--- config.mk ---
export PLATFORM = sky130hd
export DESIGN_NAME = mfcc_apb_regs
export DESIGN_NICKNAME = d
export VERILOG_FILES = /design/src/rtl/core/mfcc_pkg.sv /design/src/rtl/core/mfcc_apb_regs.sv
export SDC_FILE = /design/constraint.sdc
export NUM_CORES = 1
export LEC_CHECK = 0
export CAP_MARGIN = 20
export CORE_MARGIN = 3
export CORE_UTILIZATION = 40
export DETAILED_ROUTE_END_ITERATION = 8
export DONT_BUFFER_PORTS = 1
export GPL_ROUTABILITY_DRIVEN = 0
export GPL_TIMING_DRIVEN = 1
export PLACE_DENSITY_LB_ADDON = 0.05
export SETUP_SLACK_MARGIN = 0.3
export SKIP_CTS_REPAIR_TIMING = 1
export SYNTH_ARGS = -nofsm -noshare
export SYNTH_HDL_FRONTEND = slang
export SYNTH_SLANG_ARGS = --single-unit
--- constraint.sdc ---
create_clock -name aclk -period 1.1 [get_ports aclk]
set_input_delay 0.33 -clock aclk [delete_from_list [all_inputs] [get_ports aclk]]
set_output_delay 0.33 -clock aclk [all_outputs]
set_load 0.01 [all_outputs]
--- src/rtl/core/mfcc_pkg.sv ---
// ----------------------------------------------------------------------------
// mfcc_pkg
// Shared constants, status codes and the CRC-16/MODBUS byte fold.
// ----------------------------------------------------------------------------
package mfcc_pkg;

    // Hard ceiling on bytes taken into one frame (5 .. 511 with LEN_W = 9)
    localparam int MAX_FRAME = 256;

    localparam int LEN_W    = 9;
    localparam int CFG_AW   = 3;
    localparam int CFG_DW   = 32;

    localparam logic [15:0] CRC_INIT  = 16'hFFFF;
    localparam logic [15:0] CRC_POLY  = 16'hA001;
    localparam logic [LEN_W-1:0] MIN_FRAME = 9'd5;
    localparam logic [LEN_W-1:0] MAX_LENGTH_RESET = 9'd256;

    // Register indexes
    localparam logic REG_MAX_LENGTH = 1'b0;

    typedef enum logic [1:0] {
        STATUS_OK        = 2'd0,
        STATUS_TOO_SHORT = 2'd1,
        STATUS_CRC_ERR   = 2'd2
    } status_t;

    // One byte into the reflected CRC, LSB first
    function automatic logic [15:0] crc_fold(input logic [15:0] crc_in,
                                             input logic [7:0]  data_in);
        logic [15:0] c;
        c = crc_in ^ {8'h00, data_in};
        for (int i = 0; i < 8; i++) begin
            if (c[0]) begin
                c = (c >> 1) ^ CRC_POLY;
            end else begin
                c = c >> 1;
            end
        end
        return c;
    endfunction

endpackage

--- src/rtl/core/mfcc_apb_regs.sv ---
// ----------------------------------------------------------------------------
// mfcc_apb_regs
// APB register file: holds the max_length register.
// ----------------------------------------------------------------------------
module mfcc_apb_regs (
    input  logic                           aclk,
    input  logic                           aresetn,
    input  logic                           psel,
    input  logic                           penable,
    input  logic                           pwrite,
    input  logic [mfcc_pkg::CFG_AW-1:0]    paddr,
    input  logic [mfcc_pkg::CFG_DW-1:0]    pwdata,
    output logic [mfcc_pkg::CFG_DW-1:0]    prdata,
    output logic                           pready,
    output logic [mfcc_pkg::LEN_W-1:0]     max_length
);
    import mfcc_pkg::*;

    logic [LEN_W-1:0] max_length_reg;
    logic             wr_en;

    // Word index is paddr[2]; byte offset bits ignored
    assign wr_en  = psel && penable && pwrite && pready;
    assign pready = 1'b1;

    always_ff @(posedge aclk) begin
        if (!aresetn) begin
            max_length_reg <= MAX_LENGTH_RESET;
        end else if (wr_en && (paddr[2] == REG_MAX_LENGTH)) begin
            max_length_reg <= pwdata[LEN_W-1:0];
        end
    end

    always_comb begin
        prdata = '0;
        if (paddr[2] == REG_MAX_LENGTH) begin
            prdata = {{(CFG_DW-LEN_W){1'b0}}, max_length_reg};
        end
    end

    assign max_length = max_length_reg;

endmodule

# Yosys cells after proc, flatten, opt, wreduce, memory -nomap -nowiden
# Cells that the tools add are included.
# Widths: inputs -> output; s select.
dict set report totals {
  ff_bits 9
  in_bits 40
  output_inout_bits 42
  wordCells 6
}
dict set report classes {
  n_mux 1
  bitwise_logic 1
  reduce_logical 3
}
# op n
set ops {}
lappend ops {{$mux 9} 1}
lappend ops {{$logic_and 1x1->1} 3}
lappend ops {{$not 1->1} 1}

# Logic depth before layout (Yosys ltp)
# Gate-level depths: netlist of the first run.
dict set report logic_depth {
  word_depth 3
  ltp_mapped 4
  depth_no_buf 2
}

# Least setup slack after synthesis of the first run
# Ideal clock, no wire load.
dict set report synth_path {
  kind {input to register}
  startpoint {in aresetn}
  endpoint {reg max_length_reg[1], in the netlist max_length[1]}
  setup_time_ns 0.072
  arrival_time_ns 0.927
  slack_ns 0.101
  cell_stages 4
  path_cell_list {buf_2 > clkbuf_1 > nand2_1 > mux2i_1}
}
# element line
set synth_lines {}
lappend synth_lines {{from (decl)} mfcc_apb_regs.sv:7} ;# input logic aresetn,
lappend synth_lines {{to (signal assigned)} mfcc_apb_regs.sv:30} ;# max_length_reg <= pwdata[LEN_W-1:0];
lappend synth_lines {{to (decl)} mfcc_apb_regs.sv:19} ;# logic [LEN_W-1:0] max_length_reg;

# Final worst setup path of the first run
dict set report layout_path {
  startpoint {reg max_length_reg[7], in the netlist max_length[7]}
  endpoint {out prdata[7] (netlist bit)}
}
dict set report layout_between {
  elab_chain_len 1
}
# element line
set layout_lines {}
lappend layout_lines {{$mux 9} mfcc_apb_regs.sv:36} ;# if (paddr[2] == REG_MAX_LENGTH) begin
lappend layout_lines {{to (decl)} mfcc_apb_regs.sv:13} ;# output logic [mfcc_pkg::CFG_DW-1:0] prdata,
# Every way passes these cells.

==> results of run 1 <==
power groups by stage:
stage	Combinational (W)	Sequential (W)	Clock, W
5_1_grt	0.0000920	0.000340	0.000280
3_5_place_dp	0.0000791	0.000348	0
6_report	0.0000816	0.000339	0.000249
2_1_floorplan	0.000142	0.000348	0
3_3_place_gp	0.0000790	0.000348	0
4_1_cts	0.0000791	0.000341	0.000267
metal layers:
metal  up-vias  routed length [um]  global-route usage
met3         2                 161              0.0435
met4         0                   9              0.0852
met5         -                   0                   0
met1       179                 380               0.120
li1        189                   -                   -
met2        34                 538               0.154
synth_stat cells:
cell,n
buf_4,24
nand2_1,16
and2b_2,9
dfxtp_1,9
mux2i_1,9
conb_1,2
nor2b_1,2
and4b_1,1
buf_2,1
buf_6,1
clkbuf_1,1
per-stage QoR:
| step | hold slack [ns] | power, W | std cells | setup WS [ns] | area (sq um) |
|---|---|---|---|---|---|
| floorplan | 0.472 | 0.000490 | 97 | 0.152 | 723 |
| CTS | 0.202 | 0.000687 | 92 | -0.108 | 602 |
| finish | 0.205 | 0.000670 | 92 | -0.0543 | 626 |
| global placement | 0.477 | 0.000427 | 88 | 0.0696 | 576 |
| global route | 0.196 | 0.000712 | 92 | -0.0824 | 626 |
| detailed placement | 0.480 | 0.000427 | 88 | 0.0772 | 576 |
cell families (layout without fill, tap and decap cells):
logic type	count (synthesis)	in the layout	share of synthesized area
buf+inv	27	7	0.313
mux	9	9	0.141
flops	9	9	0.282
other cells	2	24	0.0117
simple gates	28	28	0.252
worst max path at each step:
stage | start | end | slack [ns]
after floorplan | paddr[2] | max_length[0] | 0.15
after global placement | paddr[2] | max_length[1] | 0.07
after detailed placement | paddr[2] | max_length[6] | 0.08
after CTS | max_length[0] | prdata[0] | -0.11
after global routing | max_length[1] | prdata[1] | -0.08
final | max_length[7] | prdata[7] | -0.05
area by class of cell:
class	instances	area share
flip-flops and latches	9	0.314
clock buffers	4	0.0420
repair buffers	3	0.0680
multi-input cells	61	0.546
well taps	15	0.0300
==> results.py, run 1 <==
metrics = {
    "run": {
        "drv_cap": 0,
    },
    "final_layout": {
        "largest_register_ffs": 9,
        "layout_common_cells": "conb_1, nand2_1, and2b_2, mux2i_1, dfxtp_2",
        "drive_gt1_frac": 0.312,
        "final_common_cell": "conb_1",
        "final_core_util": 0.447,
        "multi_input_area_sq_um": 342,
        "area_growth_pct": -2.15,
        "antennaDiodeCount": 0,
        "fill_cells": 149,
        "seq_area_sq_um": 196,
        "nets": 118,
    },
    "worst_setup_path": {
        "crit_chain": "and2b_2",
        "cp.required_ns": 0.77,
        "worst-r2r-setup-slack_ns": 0.44,
        "end_kind": "output pin",
        "cp_slowest_cell": "dfxtp_4",
        "crit_arrival_ns": 0.82,
        "r2r-end": "max_length[6]",
        "critPathLaunchType": "flop",
        "crit_type": "reg -> out",
        "cpLargestDelayFamily": "flip-flops",
        "regToRegStartpoint": "max_length[6]",
        "crit_buf_inv": 0,
        "critical_path.max_stage_delay_ns": 0.36,
        "crit_fanout": 3,
        "ff2ff_path_depth": 3,
        "path_depth": 1,
    },
    "timing": {
        "setup_slack_ns": -0.0543,
        "hold_viol": 0,
        "finalSetupViolCount": 9,
        "rsz0062_at_grt": "true",
        "slew_viol_final": 0,
        "period_share": 1.05,
        "period_needed_ns": 1.15,
        "fin_setup_tns_ns": -0.347,
        "fmax_mhz": 866,
        "clock_skew_ns": 0,
    },
    "synthesis": {
        "ys_warn_count": 0,
        "synth_area_per_cell_sq_um": 8.52,
        "netlist_area_sq_um": 639,
        "synth_top_cells_by_area": "dfxtp_1, buf_4, mux2i_1, and2b_2, nand2_1",
        "synth.yosys.seq_area_share": 0.282,
        "yosys.area.top_type_share": 0.282,
        "synthDistinctLibCells": 11,
        "synth-seq-cells": 9,
        "synth.largest_area_cell": "dfxtp_1",
        "syn-instance-count": 75,
    },
    "routing": {
        "wl_mm": 1.09,
        "via_count": 404,
        "drtIter0Drc": 1,
        "first_pass_iters": 2,
        "routedWlPerCell_um": 11.8,
        "final_antenna_net_count": 0,
        "drcViolationCount": 0,
        "viasPerCell": 4.39,
    },
    "pwr": {
        "power_frac_comb": 0.122,
        "p_sw_w": 0.000173,
        "internal_power_w": 0.000496,
        "power.leakage_nw": 0.296,
        "clockPowerShare": 0.372,
        "power_density_nw_per_um2": 1070,
        "ir_drop_mv": 0.456,
        "swShare": 0.259,
        "seqPwrFrac": 0.506,
    },
    "hold_path": {
        "worstHoldStart": "pwdata[1]",
        "hp-class": "in -> reg",
        "min_to": "max_length[1]",
        "hold_depth": 2,
    },
    "global_route": {
        "grt_max_degree": 19,
        "grt_first_pass_wirelength_mm": 1.48,
        "grt_antenna_before_repair": 0,
        "gr-total-overflow": 0,
        "grt_pass1_vias": 362,
        "grt_use_total": 0.106,
    },
    "floorplanning": {
        "ios": 82,
        "die_y_um": 46.0,
        "dieArea_sq_um": 2110,
        "initial_core_util": 0.457,
        "placementRows": 13,
        "die_width_um": 46.0,
        "core-area_sq_um": 1400,
    },
    "clocking": {
        "clkTransAtPathRegs_ns": 0.06,
        "htree_levels": 1,
        "cts.sinks": 9,
        "cts_tree": "built",
        "numCtsBuffers": 3,
        "clockBufferDepth": 2,
        "clock_latency_ns": 0.25,
        "cts-root-buf": "clkbuf_4",
    },
    "outcome": {
        "status": "finished, violations left",
        "violations": "setup timing",
    },
    "placed_design": {
        "hpwl_um": 812,
        "port_buffers": 0,
    },
}
Power figures use the tool's default switching activity.
==> run 2, diff against run 1 <==
--- a/config.mk
+++ b/config.mk
@@ -5,6 +5,7 @@
 export SDC_FILE = /design/constraint.sdc
 export NUM_CORES = 1
 export LEC_CHECK = 0
+export ABC_AREA = 1
 export CAP_MARGIN = 20
 export CORE_MARGIN = 3
 export CORE_UTILIZATION = 40
==> run 2 against run 1 <==
- the flow still finishes with violations (setup timing)
- highest routed layer unchanged
- largest power group unchanged
- worst hold slack lost 0.053 ns
- first-iteration DRC count grew 100%
- non-clock buffer count shrank 3
- sequential cell count is the same
- worst setup slack gained 0.036 ns
- critical path type unchanged
- fmax grew 3.2%
- clock skew is the same
==> results.py, run 2 <==
metrics = {
    "worst_setup_path": {
        "r2r-end": "max_length[8]",
        "end_kind": "output pin",
        "critPathLaunchType": "flop",
        "cp.required_ns": 0.77,
        "crit_type": "reg -> out",
        "crit_arrival_ns": 0.79,
        "regToRegStartpoint": "max_length[8]",
        "crit_fanout": 3,
        "ff2ff_path_depth": 2,
        "worst-r2r-setup-slack_ns": 0.48,
    },
    "clocking": {
        "htree_levels": 1,
        "numCtsBuffers": 3,
        "cts-root-buf": "clkbuf_4",
        "clkTransAtPathRegs_ns": 0.06,
        "cts.sinks": 9,
        "cts_tree": "built",
        "clockBufferDepth": 2,
        "clock_latency_ns": 0.26,
    },
    "timing": {
        "setup_slack_ns": -0.0183,
        "period_share": 1.02,
        "finalSetupViolCount": 1,
        "period_needed_ns": 1.12,
        "clock_skew_ns": 0,
        "rsz0062_at_grt": "true",
        "slew_viol_final": 0,
        "fmax_mhz": 894,
        "hold_ws_ns": 0.152,
        "hold_viol": 0,
    },
    "routing": {
        "via_count": 500,
        "final_antenna_net_count": 0,
        "first_pass_iters": 2,
        "routedWlPerCell_um": 10.6,
        "drtIter0Drc": 2,
        "viasPerCell": 4.13,
        "wl_mm": 1.28,
        "drcViolationCount": 0,
    },
    "floorplanning": {
        "dieArea_sq_um": 2290,
        "core-area_sq_um": 1580,
        "placementRows": 14,
        "initial_core_util": 0.444,
        "die_width_um": 47.9,
        "ios": 82,
        "die_y_um": 47.9,
    },
    "run": {
        "drv_cap": 0,
    },
    "global_route": {
        "grt_max_degree": 12,
        "gr-total-overflow": 0,
        "grt_first_pass_wirelength_mm": 1.78,
        "grt_use_total": 0.118,
        "grt_antenna_before_repair": 0,
        "grt_pass1_vias": 405,
    },
    "pwr": {
        "power.total_w": 0.000729,
        "power_density_nw_per_um2": 959,
        "power.leakage_nw": 0.364,
        "ir_drop_mv": 0.346,
    },
    "synthesis": {
        "syn-instance-count": 105,
        "synth-seq-cells": 9,
        "yosys.area.top_type_share": 0.257,
        "netlist_area_sq_um": 701,
        "synthFlopType": "dfxtp_1",
        "synth.yosys.seq_area_share": 0.257,
        "yosysMostFrequentCell": "nor2_1",
        "synth_commonest_cells": "nor2_1, buf_4, inv_1",
        "synth-edff-count": 0,
        "synth.largest_area_cell": "dfxtp_1",
        "async_flop_share": 0,
        "synth_top_cells_by_area": "dfxtp_1, buf_4, nor2_1, inv_1, nand3_1",
        "synthDistinctLibCells": 13,
        "ys_warn_count": 0,
        "synth_area_per_cell_sq_um": 6.67,
    },
    "hold_path": {
        "min_to": "max_length[8]",
        "worstHoldStart": "aresetn",
        "hp-class": "in -> reg",
        "hold_depth": 1,
    },
    "final_layout": {
        "fin_cells": 121,
        "nets": 146,
        "final_area_sq_um": 761,
        "final_core_util": 0.483,
        "drive_gt1_frac": 0.390,
        "largest_register_ffs": 9,
        "antennaDiodeCount": 0,
        "seq_area_sq_um": 214,
        "layout_common_cells": "conb_1, nor2_1, inv_1",
        "area_growth_pct": 8.57,
        "fill_cells": 167,
        "multi_input_area_sq_um": 418,
        "final_common_cell": "conb_1",
    },
    "outcome": {
        "violations": "setup timing",
        "status": "finished, violations left",
    },
    "placed_design": {
        "dp_cells": 117,
        "port_buffers": 0,
        "hpwl_um": 992,
        "placedInstanceArea_sq_um": 703,
    },
}
## run 2: cell count changes after synthesis, moves of 7 or more
cell and change:
nor2_1 +25, inv_1 +19, and2b_2 -9, mux2i_1 -9, nand3_1 +8, nand2_1 -7
## run 2: stage by stage
stage                     setup TNS [ns]  setup WS (ns)
after floorplan                        0          0.202
after global placement                 0          0.169
after detailed placement               0          0.169
after CTS                         -0.667         -0.125
after global routing              -0.254        -0.0453
final                            -0.0183        -0.0183
## run 2: per-layer routing
metal / wire length (um) / vias up / GRT usage
met5: 0 / - / 0
met4: 46 / 0 / 0.129
met3: 170 / 4 / 0.0226
met2: 597 / 40 / 0.179
met1: 465 / 198 / 0.128
li1: - / 258 / -
## run 2: worst max path at each step
stage | startpoint | to | slack (ns) | cells past startpoint
after floorplan | paddr[2] | prdata[0] | 0.20 | 2
after global placement | max_length[8] | prdata[8] | 0.17 | 2
after detailed placement | max_length[8] | prdata[8] | 0.17 | 2
after CTS | max_length[8] | prdata[8] | -0.12 | 2
after global routing | max_length[6] | prdata[6] | -0.05 | 2
final | max_length[6] | prdata[6] | -0.02 | 2
## run 2: worst max-delay path: stages, from the launching register on
cell	delay, ns
dfxtp_4	0.38
inv_4	0.04
nor2_4	0.11
## run 2: kinds of logic (layout without fill, tap and decap cells)
group,Yosys count,in the layout,synth area share
compound gates,1,1,0.00714
buf+inv,46,24,0.396
other cells,2,24,0.0107
simple gates,47,47,0.329
flops,9,9,0.257
## run 2: layout make-up
type                            instances  share of cell area
Clock buffer                            4              0.0345
Multi-Input combinational cell         72               0.549
Inverter                               20               0.109
Sequential cell                         9               0.281
Tap cell                               16              0.0263
## run 2: power by group
part           internal [W]  switching (W)  total (W)
Clock              0.000140       0.000118   0.000258
Sequential         0.000324      0.0000183   0.000342
Combinational     0.0000335      0.0000954   0.000129
==> run 3, diff against run 2 <==
==> constraint.sdc (replaced) <==
create_clock -name aclk -period 1.16 [get_ports aclk]
set_input_delay 0.348 -clock aclk [delete_from_list [all_inputs] [get_ports aclk]]
set_output_delay 0.348 -clock aclk [all_outputs]
set_load 0.01 [all_outputs]
==> run 3 against run 2 <==
- the run now ends clean
- clock skew unchanged
- critical path depth unchanged
- power shrank 5.0%
- clock power fell by 7%
- non-clock buffer count rose by 1
- register-to-register slack about the same
- die area did not move
- via count fell by 0.40%
- routed wire length up 4.8%
- highest routed layer unchanged
==> results.py, run 3 (synthesis results as in run 2) <==
metrics = {
    "worst_setup_path": {
        "end_kind": "output pin",
        "ff2ff_path_depth": 3,
        "crit_fanout": 3,
        "critical_path.max_stage_delay_ns": 0.37,
        "crit_arrival_ns": 0.77,
        "cpLargestDelayFamily": "flip-flops",
        "crit_chain": "inv_2 > nor2_4",
        "cp.required_ns": 0.81,
        "crit_buf_inv": 1,
        "cp_slowest_cell": "dfxtp_4",
        "crit_type": "reg -> out",
        "critPathLaunchType": "flop",
        "path_depth": 2,
    },
    "floorplanning": {
        "initial_core_util": 0.444,
        "die_width_um": 47.9,
        "die_y_um": 47.9,
        "ios": 82,
        "placementRows": 14,
        "dieArea_sq_um": 2290,
        "core-area_sq_um": 1580,
    },
    "placed_design": {
        "hpwl_mm": 1.04,
        "port_buffers": 0,
    },
    "global_route": {
        "grt_antenna_before_repair": 0,
        "grt_pass1_vias": 405,
        "grt_use_total": 0.113,
        "gr-total-overflow": 0,
        "grt_first_pass_wirelength_mm": 1.77,
        "grt_max_degree": 12,
    },
    "timing": {
        "finalSetupViolCount": 0,
        "fin_setup_tns_ns": 0,
        "period_needed_ns": 1.12,
        "period_share": 0.962,
        "rsz0062_at_grt": "true",
        "hold_viol": 0,
        "slew_viol_final": 0,
        "fmax_mhz": 896,
        "clock_skew_ns": 0,
    },
    "final_layout": {
        "antennaDiodeCount": 0,
        "largest_register_ffs": 9,
        "area_growth_pct": 10.2,
        "final_core_util": 0.490,
        "final_common_cell": "conb_1",
        "fill_cells": 177,
        "layout_common_cells": "conb_1, nor2_1, inv_2, inv_1",
        "drive_gt1_frac": 0.415,
        "nets": 147,
    },
    "routing": {
        "first_pass_iters": 3,
        "final_antenna_net_count": 0,
        "wl_mm": 1.34,
        "viasPerCell": 4.08,
        "via_count": 498,
        "drcViolationCount": 0,
        "routedWlPerCell_um": 11.0,
        "drtIter0Drc": 2,
    },
    "clocking": {
        "clock_latency_ns": 0.26,
        "htree_levels": 1,
        "numCtsBuffers": 3,
        "cts.sinks": 9,
        "clkTransAtPathRegs_ns": 0.06,
        "clockBufferDepth": 2,
        "cts_tree": "built",
        "cts-root-buf": "clkbuf_4",
    },
    "pwr": {
        "ir_drop_mv": 0.417,
        "power_density_nw_per_um2": 898,
        "power.leakage_nw": 0.369,
    },
    "hold_path": {
        "hold_depth": 1,
        "hp-class": "in -> reg",
    },
    "outcome": {
        "status": "complete, no violations",
    },
    "run": {
        "drv_cap": 0,
    },
}
## run 3: changes by cell type in the layout (fill, tap and decap cells not counted)
cell,change
inv_4,-3
dfxtp_2,+1
dfxtp_4,-1
buf_6,+1
nand3_1,-2
nand3_2,+2
inv_2,+3
## run 3: worst paths after layout
kind                               startpoint             to  slack [ns]
worst max-delay path            max_length[0]      prdata[0]        0.04
worst max register to register  max_length[2]  max_length[2]        0.48
worst min register to register  max_length[3]  max_length[3]        0.53
worst min-delay path                  aresetn  max_length[8]        0.17
## run 3: where the power goes
group / total (W) / switching, W / internal (W)
clock network: 0.000241 / 0.000109 / 0.000133
registers: 0.000324 / 0.0000150 / 0.000309
logic: 0.000128 / 0.0000944 / 0.0000336
## run 3: area by class of cell
| class | count | area, sq um | area share |
|---|---|---|---|
| sequential | 9 | 211 | 0.274 |
| tap | 16 | 20.0 | 0.0259 |
| clock buffer | 4 | 26.3 | 0.0340 |
| timing repair buffer | 1 | 11.3 | 0.0146 |
| inverter | 20 | 75.1 | 0.0972 |
| multi-input combinational | 72 | 428 | 0.554 |
## run 3: stage by stage
stage               hold WS, ns  power [W]  setup WS, ns  instances  instance area (sq um)
finish                    0.170   0.000693        0.0444        122                    772
global placement          0.437   0.000465         0.199        118                    711
floorplan                 0.474   0.000539         0.226        127                    895
detailed placement        0.438   0.000467         0.187        118                    711
global route              0.171   0.000748       0.00250        122                    772
CTS                       0.159   0.000721        -0.105        122                    737
## run 3: worst register-to-register path, stage by stage (launching register included)
cell	delay [ns]
dfxtp_2	0.33
buf_6	0.12
nor2_1	0.09
nor2_1	0.05
## run 3: per-layer routing
metal	global-route usage	wire [um]	vias to the layer above	share of wire
met2	0.177	671	32	0.50
met4	0.0806	19	0	0.014
met1	0.135	486	208	0.36
li1	-	-	256	-
met3	0.0263	164	2	0.12
met5	0	0	-	0
